===== config.mk =====
export PLATFORM = sky130hd
export DESIGN_NAME = heap_sort_engine
export DESIGN_NICKNAME = d
export VERILOG_FILES = /design/src/hse_pkg.sv /design/src/hse_store.sv /design/src/hse_cmp.sv /design/src/hse_seq.sv /design/src/heap_sort_engine.sv
export SDC_FILE = /design/constraint.sdc
export NUM_CORES = 2
export LEC_CHECK = 0
export BUFFER_PORTS_ARGS = -buffer_cell sky130_fd_sc_hd__buf_2
export CAP_MARGIN = 25
export CORE_UTILIZATION = 35
export CTS_CLUSTER_DIAMETER = 100
export DETAILED_ROUTE_END_ITERATION = 10
export GPL_TIMING_DRIVEN = 0
export SYNTH_ARGS = -nofsm -noshare
export SYNTH_HDL_FRONTEND = slang
export SYNTH_SLANG_ARGS = --single-unit

===== constraint.sdc =====
create_clock -name i_clk -period 9.2 [get_ports i_clk]
set_input_delay 0.92 -clock i_clk [delete_from_list [all_inputs] [get_ports i_clk]]
set_output_delay 0.92 -clock i_clk [all_outputs]
set_load 0.03 [all_outputs]

===== src/hse_pkg.sv =====
// Package for the heap sort engine: sizes, beat types, memory port request and states.
// Used by hse_store, hse_seq and heap_sort_engine; depends on nothing.
package hse_pkg;

    localparam int CAPACITY = 32;
    localparam int C_AW     = $clog2(CAPACITY);
    localparam int C_CW     = $clog2(CAPACITY + 1);

    typedef logic [C_AW-1:0] t_addr;
    typedef logic [C_CW-1:0] t_count;

    typedef struct packed {
        logic signed [31:0] value;
        logic               is_last;
    } t_in_beat;

    typedef struct packed {
        logic signed [31:0] sorted_value;
        logic               is_last_out;
        logic               overflowed;
    } t_out_beat;

    typedef struct packed {
        logic               we;
        t_addr              waddr;
        logic signed [31:0] wdata;
        t_addr              raddr;
    } t_mem_req;

    typedef enum logic [3:0] {
        ST_LOAD,
        ST_ROOT,
        ST_VAL,
        ST_CHILD,
        ST_LC,
        ST_RC,
        ST_CMP,
        ST_NEXT,
        ST_XR0,
        ST_XRK,
        ST_XW,
        ST_ERD,
        ST_EOUT,
        ST_EWAIT
    } t_state;

endpackage


===== src/hse_store.sv =====
// Element storage of the heap sort engine: one write port, one registered read port.
// Depends on hse_pkg.
module hse_store (
    input  logic                     i_clk,
    input  hse_pkg::t_mem_req        i_req,
    output logic signed [31:0]       o_rdata
);

    logic signed [31:0] r_mem [hse_pkg::CAPACITY];
    logic signed [31:0] r_rdata;

    always_ff @(posedge i_clk) begin
        if (i_req.we) begin
            r_mem[i_req.waddr] <= i_req.wdata;
        end
        r_rdata <= r_mem[i_req.raddr];
    end

    assign o_rdata = r_rdata;

endmodule


===== src/hse_cmp.sv =====
// Shared signed comparator of the heap sort engine.
// Depends on nothing.
module hse_cmp (
    input  logic signed [31:0] i_a,
    input  logic signed [31:0] i_b,
    output logic               o_gt
);

    assign o_gt = (i_a > i_b);

endmodule


===== src/hse_seq.sv =====
// Sequencer of the heap sort engine: loads a set, runs heap build and extraction
// through the shared comparator and the store, and emits the sorted beats. Depends on hse_pkg.
module hse_seq (
    input  logic                  i_clk,
    input  logic                  i_rst_n,
    input  logic                  i_in_valid,
    output logic                  o_in_ready,
    input  hse_pkg::t_in_beat     i_in_data,
    output logic                  o_out_valid,
    input  logic                  i_out_ready,
    output hse_pkg::t_out_beat    o_out_data,
    output hse_pkg::t_mem_req     o_req,
    input  logic signed [31:0]    i_rdata,
    output logic signed [31:0]    o_cmp_a,
    output logic signed [31:0]    o_cmp_b,
    input  logic                  i_cmp_gt
);

    hse_pkg::t_state    r_state, n_state;
    hse_pkg::t_count    r_count, n_count;
    logic               r_ovf, n_ovf;
    logic               r_build, n_build;
    hse_pkg::t_addr     r_k, n_k;
    hse_pkg::t_count    r_size, n_size;
    hse_pkg::t_addr     r_pos, n_pos;
    hse_pkg::t_addr     r_big, n_big;
    hse_pkg::t_addr     r_idx, n_idx;
    logic signed [31:0] r_val, n_val;
    logic signed [31:0] r_cl, n_cl;
    hse_pkg::t_out_beat r_out, n_out;
    logic               r_out_valid, n_out_valid;

    logic                      w_acc;
    logic                      w_room;
    hse_pkg::t_count           w_cnt_new;
    hse_pkg::t_count           w_parent;
    logic [hse_pkg::C_CW:0]    w_lc;
    logic [hse_pkg::C_CW:0]    w_rc;
    logic                      w_lc_in;
    logic                      w_rc_in;
    logic                      w_out_acc;
    logic                      w_idx_last;

    assign o_in_ready  = (r_state == hse_pkg::ST_LOAD);
    assign w_acc       = i_in_valid && o_in_ready;
    assign w_room      = (r_count < hse_pkg::C_CW'(hse_pkg::CAPACITY));
    assign w_cnt_new   = w_room ? (r_count + hse_pkg::C_CW'(1)) : r_count;
    assign w_parent    = (w_cnt_new - hse_pkg::C_CW'(2)) >> 1;
    assign w_lc        = (hse_pkg::C_CW+1)'({r_pos, 1'b1});
    assign w_rc        = w_lc + (hse_pkg::C_CW+1)'(1);
    assign w_lc_in     = (w_lc < {1'b0, r_size});
    assign w_rc_in     = (w_rc < {1'b0, r_size});
    assign w_out_acc   = r_out_valid && i_out_ready;
    assign w_idx_last  = (r_idx == hse_pkg::C_AW'(r_count - hse_pkg::C_CW'(1)));
    assign o_out_valid = r_out_valid;
    assign o_out_data  = r_out;

    always_comb begin
        o_cmp_a = r_cl;
        o_cmp_b = r_val;
        if (r_state == hse_pkg::ST_RC) begin
            o_cmp_a = i_rdata;
            o_cmp_b = r_cl;
        end
    end

    always_comb begin
        n_state = r_state;
        unique case (r_state)
            hse_pkg::ST_LOAD: begin
                if (w_acc && i_in_data.is_last) begin
                    n_state = (w_cnt_new >= hse_pkg::C_CW'(2)) ? hse_pkg::ST_ROOT
                                                                 : hse_pkg::ST_ERD;
                end
            end
            hse_pkg::ST_ROOT:  n_state = hse_pkg::ST_VAL;
            hse_pkg::ST_VAL:   n_state = hse_pkg::ST_CHILD;
            hse_pkg::ST_CHILD: n_state = w_lc_in ? hse_pkg::ST_LC : hse_pkg::ST_NEXT;
            hse_pkg::ST_LC:    n_state = w_rc_in ? hse_pkg::ST_RC : hse_pkg::ST_CMP;
            hse_pkg::ST_RC:    n_state = hse_pkg::ST_CMP;
            hse_pkg::ST_CMP:   n_state = i_cmp_gt ? hse_pkg::ST_CHILD : hse_pkg::ST_NEXT;
            hse_pkg::ST_NEXT: begin
                if (r_build) begin
                    n_state = (r_k == '0) ? hse_pkg::ST_XR0 : hse_pkg::ST_ROOT;
                end else begin
                    n_state = (r_k == hse_pkg::C_AW'(1)) ? hse_pkg::ST_ERD : hse_pkg::ST_XR0;
                end
            end
            hse_pkg::ST_XR0:   n_state = hse_pkg::ST_XRK;
            hse_pkg::ST_XRK:   n_state = hse_pkg::ST_XW;
            hse_pkg::ST_XW:    n_state = hse_pkg::ST_CHILD;
            hse_pkg::ST_ERD:   n_state = hse_pkg::ST_EOUT;
            hse_pkg::ST_EOUT:  n_state = hse_pkg::ST_EWAIT;
            hse_pkg::ST_EWAIT: begin
                if (w_out_acc) begin
                    n_state = w_idx_last ? hse_pkg::ST_LOAD : hse_pkg::ST_ERD;
                end
            end
            default:           n_state = hse_pkg::ST_LOAD;
        endcase
    end

    always_comb begin
        n_count     = r_count;
        n_ovf       = r_ovf;
        n_build     = r_build;
        n_k         = r_k;
        n_size      = r_size;
        n_pos       = r_pos;
        n_big       = r_big;
        n_idx       = r_idx;
        n_val       = r_val;
        n_cl        = r_cl;
        n_out       = r_out;
        n_out_valid = r_out_valid;
        o_req       = '0;
        unique case (r_state)
            hse_pkg::ST_LOAD: begin
                if (w_acc) begin
                    if (w_room) begin
                        o_req.we    = 1'b1;
                        o_req.waddr = hse_pkg::C_AW'(r_count);
                        o_req.wdata = i_in_data.value;
                    end else begin
                        n_ovf = 1'b1;
                    end
                    n_count = w_cnt_new;
                    if (i_in_data.is_last) begin
                        n_build = 1'b1;
                        n_size  = w_cnt_new;
                        n_k     = hse_pkg::C_AW'(w_parent);
                        n_pos   = hse_pkg::C_AW'(w_parent);
                        n_idx   = '0;
                    end
                end
            end
            hse_pkg::ST_ROOT: begin
                o_req.raddr = r_pos;
            end
            hse_pkg::ST_VAL: begin
                n_val = i_rdata;
            end
            hse_pkg::ST_CHILD: begin
                if (w_lc_in) begin
                    o_req.raddr = hse_pkg::C_AW'(w_lc);
                end else begin
                    o_req.we    = 1'b1;
                    o_req.waddr = r_pos;
                    o_req.wdata = r_val;
                end
            end
            hse_pkg::ST_LC: begin
                n_cl  = i_rdata;
                n_big = hse_pkg::C_AW'(w_lc);
                if (w_rc_in) begin
                    o_req.raddr = hse_pkg::C_AW'(w_rc);
                end
            end
            hse_pkg::ST_RC: begin
                if (i_cmp_gt) begin
                    n_cl  = i_rdata;
                    n_big = hse_pkg::C_AW'(w_rc);
                end
            end
            hse_pkg::ST_CMP: begin
                o_req.we    = 1'b1;
                o_req.waddr = r_pos;
                if (i_cmp_gt) begin
                    o_req.wdata = r_cl;
                    n_pos       = r_big;
                end else begin
                    o_req.wdata = r_val;
                end
            end
            hse_pkg::ST_NEXT: begin
                if (r_build) begin
                    if (r_k == '0) begin
                        n_build = 1'b0;
                        n_k     = hse_pkg::C_AW'(r_size - hse_pkg::C_CW'(1));
                    end else begin
                        n_k   = r_k - hse_pkg::C_AW'(1);
                        n_pos = r_k - hse_pkg::C_AW'(1);
                    end
                end else begin
                    if (r_k == hse_pkg::C_AW'(1)) begin
                        n_idx = '0;
                    end else begin
                        n_k = r_k - hse_pkg::C_AW'(1);
                    end
                end
            end
            hse_pkg::ST_XR0: begin
                o_req.raddr = '0;
            end
            hse_pkg::ST_XRK: begin
                n_cl        = i_rdata;
                o_req.raddr = r_k;
            end
            hse_pkg::ST_XW: begin
                n_val       = i_rdata;
                o_req.we    = 1'b1;
                o_req.waddr = r_k;
                o_req.wdata = r_cl;
                n_size      = hse_pkg::C_CW'(r_k);
                n_pos       = '0;
            end
            hse_pkg::ST_ERD: begin
                o_req.raddr = r_idx;
            end
            hse_pkg::ST_EOUT: begin
                n_out.sorted_value = i_rdata;
                n_out.is_last_out  = w_idx_last;
                n_out.overflowed   = r_ovf;
                n_out_valid        = 1'b1;
            end
            hse_pkg::ST_EWAIT: begin
                if (w_out_acc) begin
                    n_out_valid = 1'b0;
                    if (w_idx_last) begin
                        n_count = '0;
                        n_ovf   = 1'b0;
                    end else begin
                        n_idx = r_idx + hse_pkg::C_AW'(1);
                    end
                end
            end
            default: begin
                o_req = '0;
            end
        endcase
    end

    always_ff @(posedge i_clk) begin
        if (!i_rst_n) begin
            r_state     <= hse_pkg::ST_LOAD;
            r_count     <= '0;
            r_ovf       <= 1'b0;
            r_build     <= 1'b0;
            r_out_valid <= 1'b0;
        end else begin
            r_state     <= n_state;
            r_count     <= n_count;
            r_ovf       <= n_ovf;
            r_build     <= n_build;
            r_out_valid <= n_out_valid;
        end
    end

    always_ff @(posedge i_clk) begin
        r_k    <= n_k;
        r_size <= n_size;
        r_pos  <= n_pos;
        r_big  <= n_big;
        r_idx  <= n_idx;
        r_val  <= n_val;
        r_cl   <= n_cl;
        r_out  <= n_out;
    end

endmodule


===== src/heap_sort_engine.sv =====
// Top level of the heap sort engine: sequencer, element store and shared comparator.
// Depends on hse_pkg, hse_store, hse_cmp and hse_seq.
//
//   Channel   Direction  Handshake                 Beat type
//   in        input      i_in_valid / o_in_ready   hse_pkg::t_in_beat
//   out       output     o_out_valid / i_out_ready hse_pkg::t_out_beat
//
// Loading accepts one input beat per cycle. After the beat marked last, each sift level reads
// the left child, and the right child if there is one, through the single store read port, then
// compares and writes back; each sorted beat is then read, registered and held until accepted.
// No input beat is taken from the last input beat until the last output beat is accepted.
// Reset is synchronous and active low; it empties the set and clears the overflow flag.
module heap_sort_engine (
    input  logic               i_clk,
    input  logic               i_rst_n,
    input  logic               i_in_valid,
    output logic               o_in_ready,
    input  hse_pkg::t_in_beat  i_in_data,
    output logic               o_out_valid,
    input  logic               i_out_ready,
    output hse_pkg::t_out_beat o_out_data
);

    hse_pkg::t_mem_req  w_req;
    logic signed [31:0] w_rdata;
    logic signed [31:0] w_cmp_a;
    logic signed [31:0] w_cmp_b;
    logic               w_cmp_gt;

    hse_seq u_seq (
        .i_clk       (i_clk),
        .i_rst_n     (i_rst_n),
        .i_in_valid  (i_in_valid),
        .o_in_ready  (o_in_ready),
        .i_in_data   (i_in_data),
        .o_out_valid (o_out_valid),
        .i_out_ready (i_out_ready),
        .o_out_data  (o_out_data),
        .o_req       (w_req),
        .i_rdata     (w_rdata),
        .o_cmp_a     (w_cmp_a),
        .o_cmp_b     (w_cmp_b),
        .i_cmp_gt    (w_cmp_gt)
    );

    hse_store u_store (
        .i_clk   (i_clk),
        .i_req   (w_req),
        .o_rdata (w_rdata)
    );

    hse_cmp u_cmp (
        .i_a  (w_cmp_a),
        .i_b  (w_cmp_b),
        .o_gt (w_cmp_gt)
    );

endmodule

* After elaboration in Yosys (flattened, before gate mapping) *
Memory sizes are Yosys's and may differ from the RTL's. A register that Yosys moved wholly into a read port is not among the register bits.
Cells that the tools add are included.

storage, ports and cells
  bits in registers = 137
  RAM bits = 1024
  input bits = 37
  output and inout port bits = 36
  logic and storage cells = 147
  memories = 1

cells by class
  add/sub/neg operators = 7
  order comparisons = 5
  equal/unequal tests = 29
  multiplexer cells = 64
  reduce and logical (&&, ||, !) cells = 26

memory list
  name           words  width  rd ports  clocked after memory_dff  write ports  RTL line        RTL
  u_store.r_mem  32     32     1         1                         1            hse_store.sv:9  logic signed [31:0] r_mem [hse_pkg::CAPACITY];

operators by type and width
  operator                                                               count
  38-bit case mux with 4 select lines                                    1
  32-bit two-way mux                                                     4
  38-bit two-way mux                                                     3
  5-bit two-way mux                                                      17
  32-bit case mux with 2 select lines                                    1
  4-bit case mux with 13 select lines                                    1
  6-bit two-way mux                                                      6
  32-bit > comparator                                                    1
  5-bit case mux with 5 select lines                                     1
  4-bit equality test, second input constant                             6
  4-bit two-way mux                                                      6
  6-bit case mux with 2 select lines                                     2
  5-bit case mux with 2 select lines                                     2
  5-bit case mux with 4 select lines                                     1
  4-bit by 3-bit equality test with 1-bit output, second input constant  4
  5-bit case mux with 3 select lines                                     1
  5-bit by 1-bit subtractor with 5-bit output, second input constant     3
  2-bit != test, second input constant                                   7
  2-bit by 1-bit != test with 1-bit output, second input constant        6
  2-bit nonzero test                                                     6
  1-bit two-way mux                                                      11
  4-bit by 2-bit equality test with 1-bit output, second input constant  2
  2-bit AND reduction                                                    4
  4-bit AND reduction                                                    2
  other kinds (25)                                                       33

* Longest topological paths before layout *
  depth in word-level cells = 7
  gate-level depth with buffers = 19
  gate-level depth less buffers = 15

* Hierarchy *
A second synthesis with hierarchy kept.

second synthesis, totals
  cell total of the unflattened synthesis = 2967
  area total of the unflattened synthesis = 48681.7 um2

by module, submodules not included
  module     instances  cells an instance  area an instance (um2)  seq. area each (um2)
  hse_store  1          2260               40492.6                 31390.1
  hse_seq    1          594                7384.6                  3983.8
  hse_cmp    1          113                804.5                   0.0

* Worst setup path after synthesis *
No wires, ideal clock.

  path type = reg2reg
  start point = register u_seq.r_state[1]
  end point = register u_seq.r_cl[0] (enable)
  setup time = 0.480 ns
  arrival time = 5.946 ns
  data required time = 8.720 ns
  setup slack = 2.774 ns
  cell stages (with the launch flop) = 16
  cell sequence = dfxtp_1 clkbuf_1 buf_1 nand2b_1 nor2_1 inv_2 clkbuf_1 clkbuf_1 mux2i_1 ha_1 nand4_1 nor4_1 o311ai_0 nand4_1 o211ai_1 a311oi_1

on the way
  cells in the longest elaborated chain, start to end = 5
  elaborated cells on any way between the ends = 10
  those cells by class = order compare (1); eq/ne (4); mux (2); reduce/logical (3)

RTL lines
  element                                                    RTL line                       RTL
  start: declaration                                         hse_seq.sv:19                  hse_pkg::t_state r_state, n_state;
  start signal: assignment                                   hse_seq.sv:235                 r_state <= hse_pkg::ST_LOAD;
  start signal: assignment                                   hse_seq.sv:241                 r_state <= n_state;
  4-bit by 3-bit equality test with 1-bit output             hse_seq.sv:61, hse_seq.sv:117
  32-bit two-way mux                                         hse_seq.sv:61                  if (r_state == hse_pkg::ST_RC) begin
  32-bit > comparator                                        hse_cmp.sv:9                   assign o_gt = (i_a > i_b);
  2-bit by 1-bit != test with 1-bit output (no source line)  --
  2-bit AND reduction (no source line) *                     --
  end signal: assignment                                     hse_seq.sv:256                 r_cl <= n_cl;
  end: declaration                                           hse_seq.sv:29                  logic signed [31:0] r_cl, n_cl;

Mark *: on every way between the ends. The rest lies on a longest branch, timed or not.
A chain may end at the register's enable or synchronous reset.

==> reports/summary.txt <==
Initial drt markers: 4841
Critical path's slowest cell: a21o_1
Buf/Inv on CP: 7
RePlAce Congestion: 0.968
Post-synthesis sequential area ratio: 72.7%
Clock Power Share: 25.9%
Status: finished clean
Synth Instances: 3652
Overall Power: 18.5 mW
Syn_area_per_cell: 13.3 sq um
I/O pin total: 73
Post-CTS Hold Buffers: 0
Dpl cell area: 0.0531 sq mm
Netlist Area Pre-Place: 0.0486 sq mm
GR peak layer: met2
Clock root buffer: clkbuf_16
Area of the multi-input gates: 0.0125 sq mm
Worst slew pin tran: 1340 ps
Dpl hpwl: 116000 microns
Sequential Power Share: 38.7%
Setup ws final: 1720 ps
P&R area growth vs syn: 17.2%
Fin nets: 4017
Core area: 0.138 sq mm
RSZ-0062 raised after global routing: no
# DRC: 0
Clock sinks: 1193
Req. time, crit path: 9750 ps
Number of global-route vias before repair: 31700
Avg WL per Cell: 28.5 microns
Pre-antenna DRT Iters: 8
Slew Viols, Final: 0
CTS Buf Count: 119
Die W: 375 microns
CTS H-Tree Depth: 3
IO buf count: 72
CP cell instances: clkbuf_1 -> buf_1 -> nand2b_1 -> nor2_1 -> inv_2 -> clkbuf_1 -> clkbuf_1 -> mux2i_1 -> ha_1 -> a21oi_1 -> o21a_1 -> o211ai_1 -> a221oi_1 -> nand4_1 -> o211ai_1 -> and2_1 -> nand2b_1 -> clkbuf_1 -> a21o_1 -> buf_16
Tcrit/Tclk final: 81.4%
Crit-path leading delay family: buffers and inverters
Post-CTS sizing: 0
Syn_nets: 3740
Routing usage on met3: 6.54%
CTS tree: built
ANT nets after route: 0
Reg clk slew, reported paths: 70 ps
Rows: 136
Maximum VDD drop: 182 uV
Max_cap viols: 0
GR Util met1: 29.9%
Biggest cell delay along the critical path: 820 ps
Flops & latches, synth: 1193
Design area: 0.0570 sq mm
Synth area leaders: edfxtp_1 (71%), nand2_1 (7.5%), nand3_1 (3.0%)
NetSw: 7.15 mW
Met2 Use GR: 35.8%
Async S/R FF share, synth: 0%
Gr ovfl total: 0
Top cell type's share of synthesized area: 70.9%
Pre-CTS setup slack: 1900 ps
Setup Skew: 33.7 ps
Hold crit path type: flip-flop to flip-flop
Die area: 0.140 sq mm
Internal: 11.3 mW
Warnings, synthesis: 0
Crit-path most repeated cell: clkbuf_1
Pleak: 20.1 nW
Reg-to-reg slack, setup: 1720 ps
Clk Latency, worst-skew pair: 720 ps
CTS Buffer Depth: 3
Startpoint Class: flip-flop
CP Capture Type: flip-flop
Minimum clock period: 7480 ps
Chip height: 375 microns
Initial antenna violation count: 12
Post-synth top area cell: edfxtp_1
CP Class: flip-flop to flip-flop
Initial Util: 35.3%
First-pass GRT wire length: 233000 microns
# setup viols final: 0
Via count: 33600
Setup repair bufs after CTS: 0
Yosys cell types: 65
Total GRT Usage: 23.2%
Crit path max fanout: 19
Share of cells above drive strength 1: 11.8%
FMAX: 0.134 GHz
Cell Pwr Density: 324 mW/mm^2
Filler cell count: 12500
Largest net degree at the start of global routing: 33
Comb power frac: 35.4%
Max_slew headroom: 9.96%
Drt total wl: 166000 microns
Vias per cell: 5.77
Final hold violations: 0
Worst Path Arrival: 8040 ps
Net Sw Frac: 38.7%
Number of flops mapped to enable cells by yosys: 1148
Register area: 0.0354 sq mm
Post-synth top flop: edfxtp_1
==> cells in the mapped netlist, drive strengths merged (9+ instances only) <==
cell and number:
and2 9, a31oi 75, o21ai 60, a21o 39, inv 18, a21oi 33, edfxtp 1148, dfxtp 45
xnor2 17, a311oi 66, o211ai 30, mux2i 68, nor2b 14, a32oi 87, nand4 42, a22o 32
nor2 75, ha 51, nand2 972, and3 137, mux2 33, nor3 12, clkbuf 144, xor2 12
buf 85, nand3 290
==> power by group through the flow <==
stage	sequential, mW	combinational (mW)	clock, mW
5_1_grt	7.16	6.76	5.01
3_3_place_gp	7.30	5.77	0
2_1_floorplan	7.16	3.08	0
4_1_cts	7.14	6.27	4.81
6_report	7.14	6.53	4.79
3_5_place_dp	7.25	6.25	0
==> kinds of logic after synthesis <==
family | share of synthesized area (%)
mux | 2.16
fa+ha+maj | 1.31
flops | 72.7
xor+xnor | 0.522
buf+inv | 2.10
simple gates | 14.1
compound gates | 7.02
==> worst reg2reg max path: cells and delay by family, from the launching register on <==
| family | cells | cell delay [ps] |
|---|---|---|
| compound gates | 6 | 2090 |
| fa+ha+maj | 1 | 290 |
| buf+inv | 7 | 3190 |
| flops | 1 | 340 |
| mux | 1 | 300 |
| simple gates | 5 | 1080 |
==> metrics by stage <==
stage / setup TNS [ps] / hold WS [ps] / util [%] / std cells
6_report: 0 / 429 / 41.4 / 5827
5_1_grt: 0 / 441 / 41.4 / 5823
4_1_cts: 0 / 431 / 41.3 / 5814
3_5_place_dp: 0 / 416 / 38.5 / 5594
3_3_place_gp: -26190 / 415 / 37.2 / 5518
2_1_floorplan: 0 / 402 / - / 3652
==> flip-flops by register name, summed over array words and instances (netlist names) <==
register	count
u_seq.r_cl	32
u_seq.r_ovf	1
u_seq.r_build	1
u_store.r_mem	1024
u_seq.r_size	6
u_seq.o_out_data	34
u_seq.r_idx	5
u_seq.r_k	5
u_seq.r_pos	5
u_seq.r_state	4
u_seq.r_val	32
u_seq.o_out_valid	1
u_seq.r_count	6
u_seq.r_big	5
u_store.o_rdata	32
==> final timing paths <==
| path | cells past startpoint | end | startpoint |
|---|---|---|---|
| worst min-delay path | 0 | u_seq.o_out_data[0]$_DFFE_PP_ | u_seq.r_ovf$_SDFFE_PN0P_ |
| worst max-delay path | 20 | u_store.r_mem[13][17]$_DFFE_PP_ | u_seq.r_state[1]$_SDFFE_PN0P_ |
| worst min register to register | 0 | u_seq.o_out_data[0]$_DFFE_PP_ | u_seq.r_ovf$_SDFFE_PN0P_ |
| worst max register to register | 20 | u_store.r_mem[13][17]$_DFFE_PP_ | u_seq.r_state[1]$_SDFFE_PN0P_ |
==> layer usage <==
metal  wire length, microns  part of all wire, %  up-vias
met2                  74700                   45     2110
li1                       -                    -    14300
met4                   9050                  5.4        6
met1                  62000                   37    16800
met3                  20500                   12      392
met5                     39                0.023        -
==> layout by cell type (no fill, tap or decap), types with 37 or more instances in the layout <==
cell type,Yosys,final
a21o_1,39,37
nor2_1,73,40
nand2_1,971,971
mux2i_1,68,68
a31oi_1,75,75
and3_1,137,137
clkbuf_16,0,122
nand3_1,289,289
buf_2,67,143
o21ai_0,52,52
a32oi_1,87,87
dfxtp_1,45,45
ha_1,51,51
nand4_1,42,42
clkbuf_1,143,176
edfxtp_1,1148,1148
a311oi_1,66,65
==> layout make-up <==
type | count | area share, %
repair buffers | 156 | 3.65
clock buffers | 157 | 5.62
diodes | 5 | 0.0219
flip-flops and latches | 1193 | 62.1
clock inverters | 63 | 0.990
plain buffers | 229 | 1.67
inverters | 18 | 0.119
multi-input cells | 2212 | 21.9
well taps | 1794 | 3.94
No activity file was read; power rests on OpenSTA's default activity.
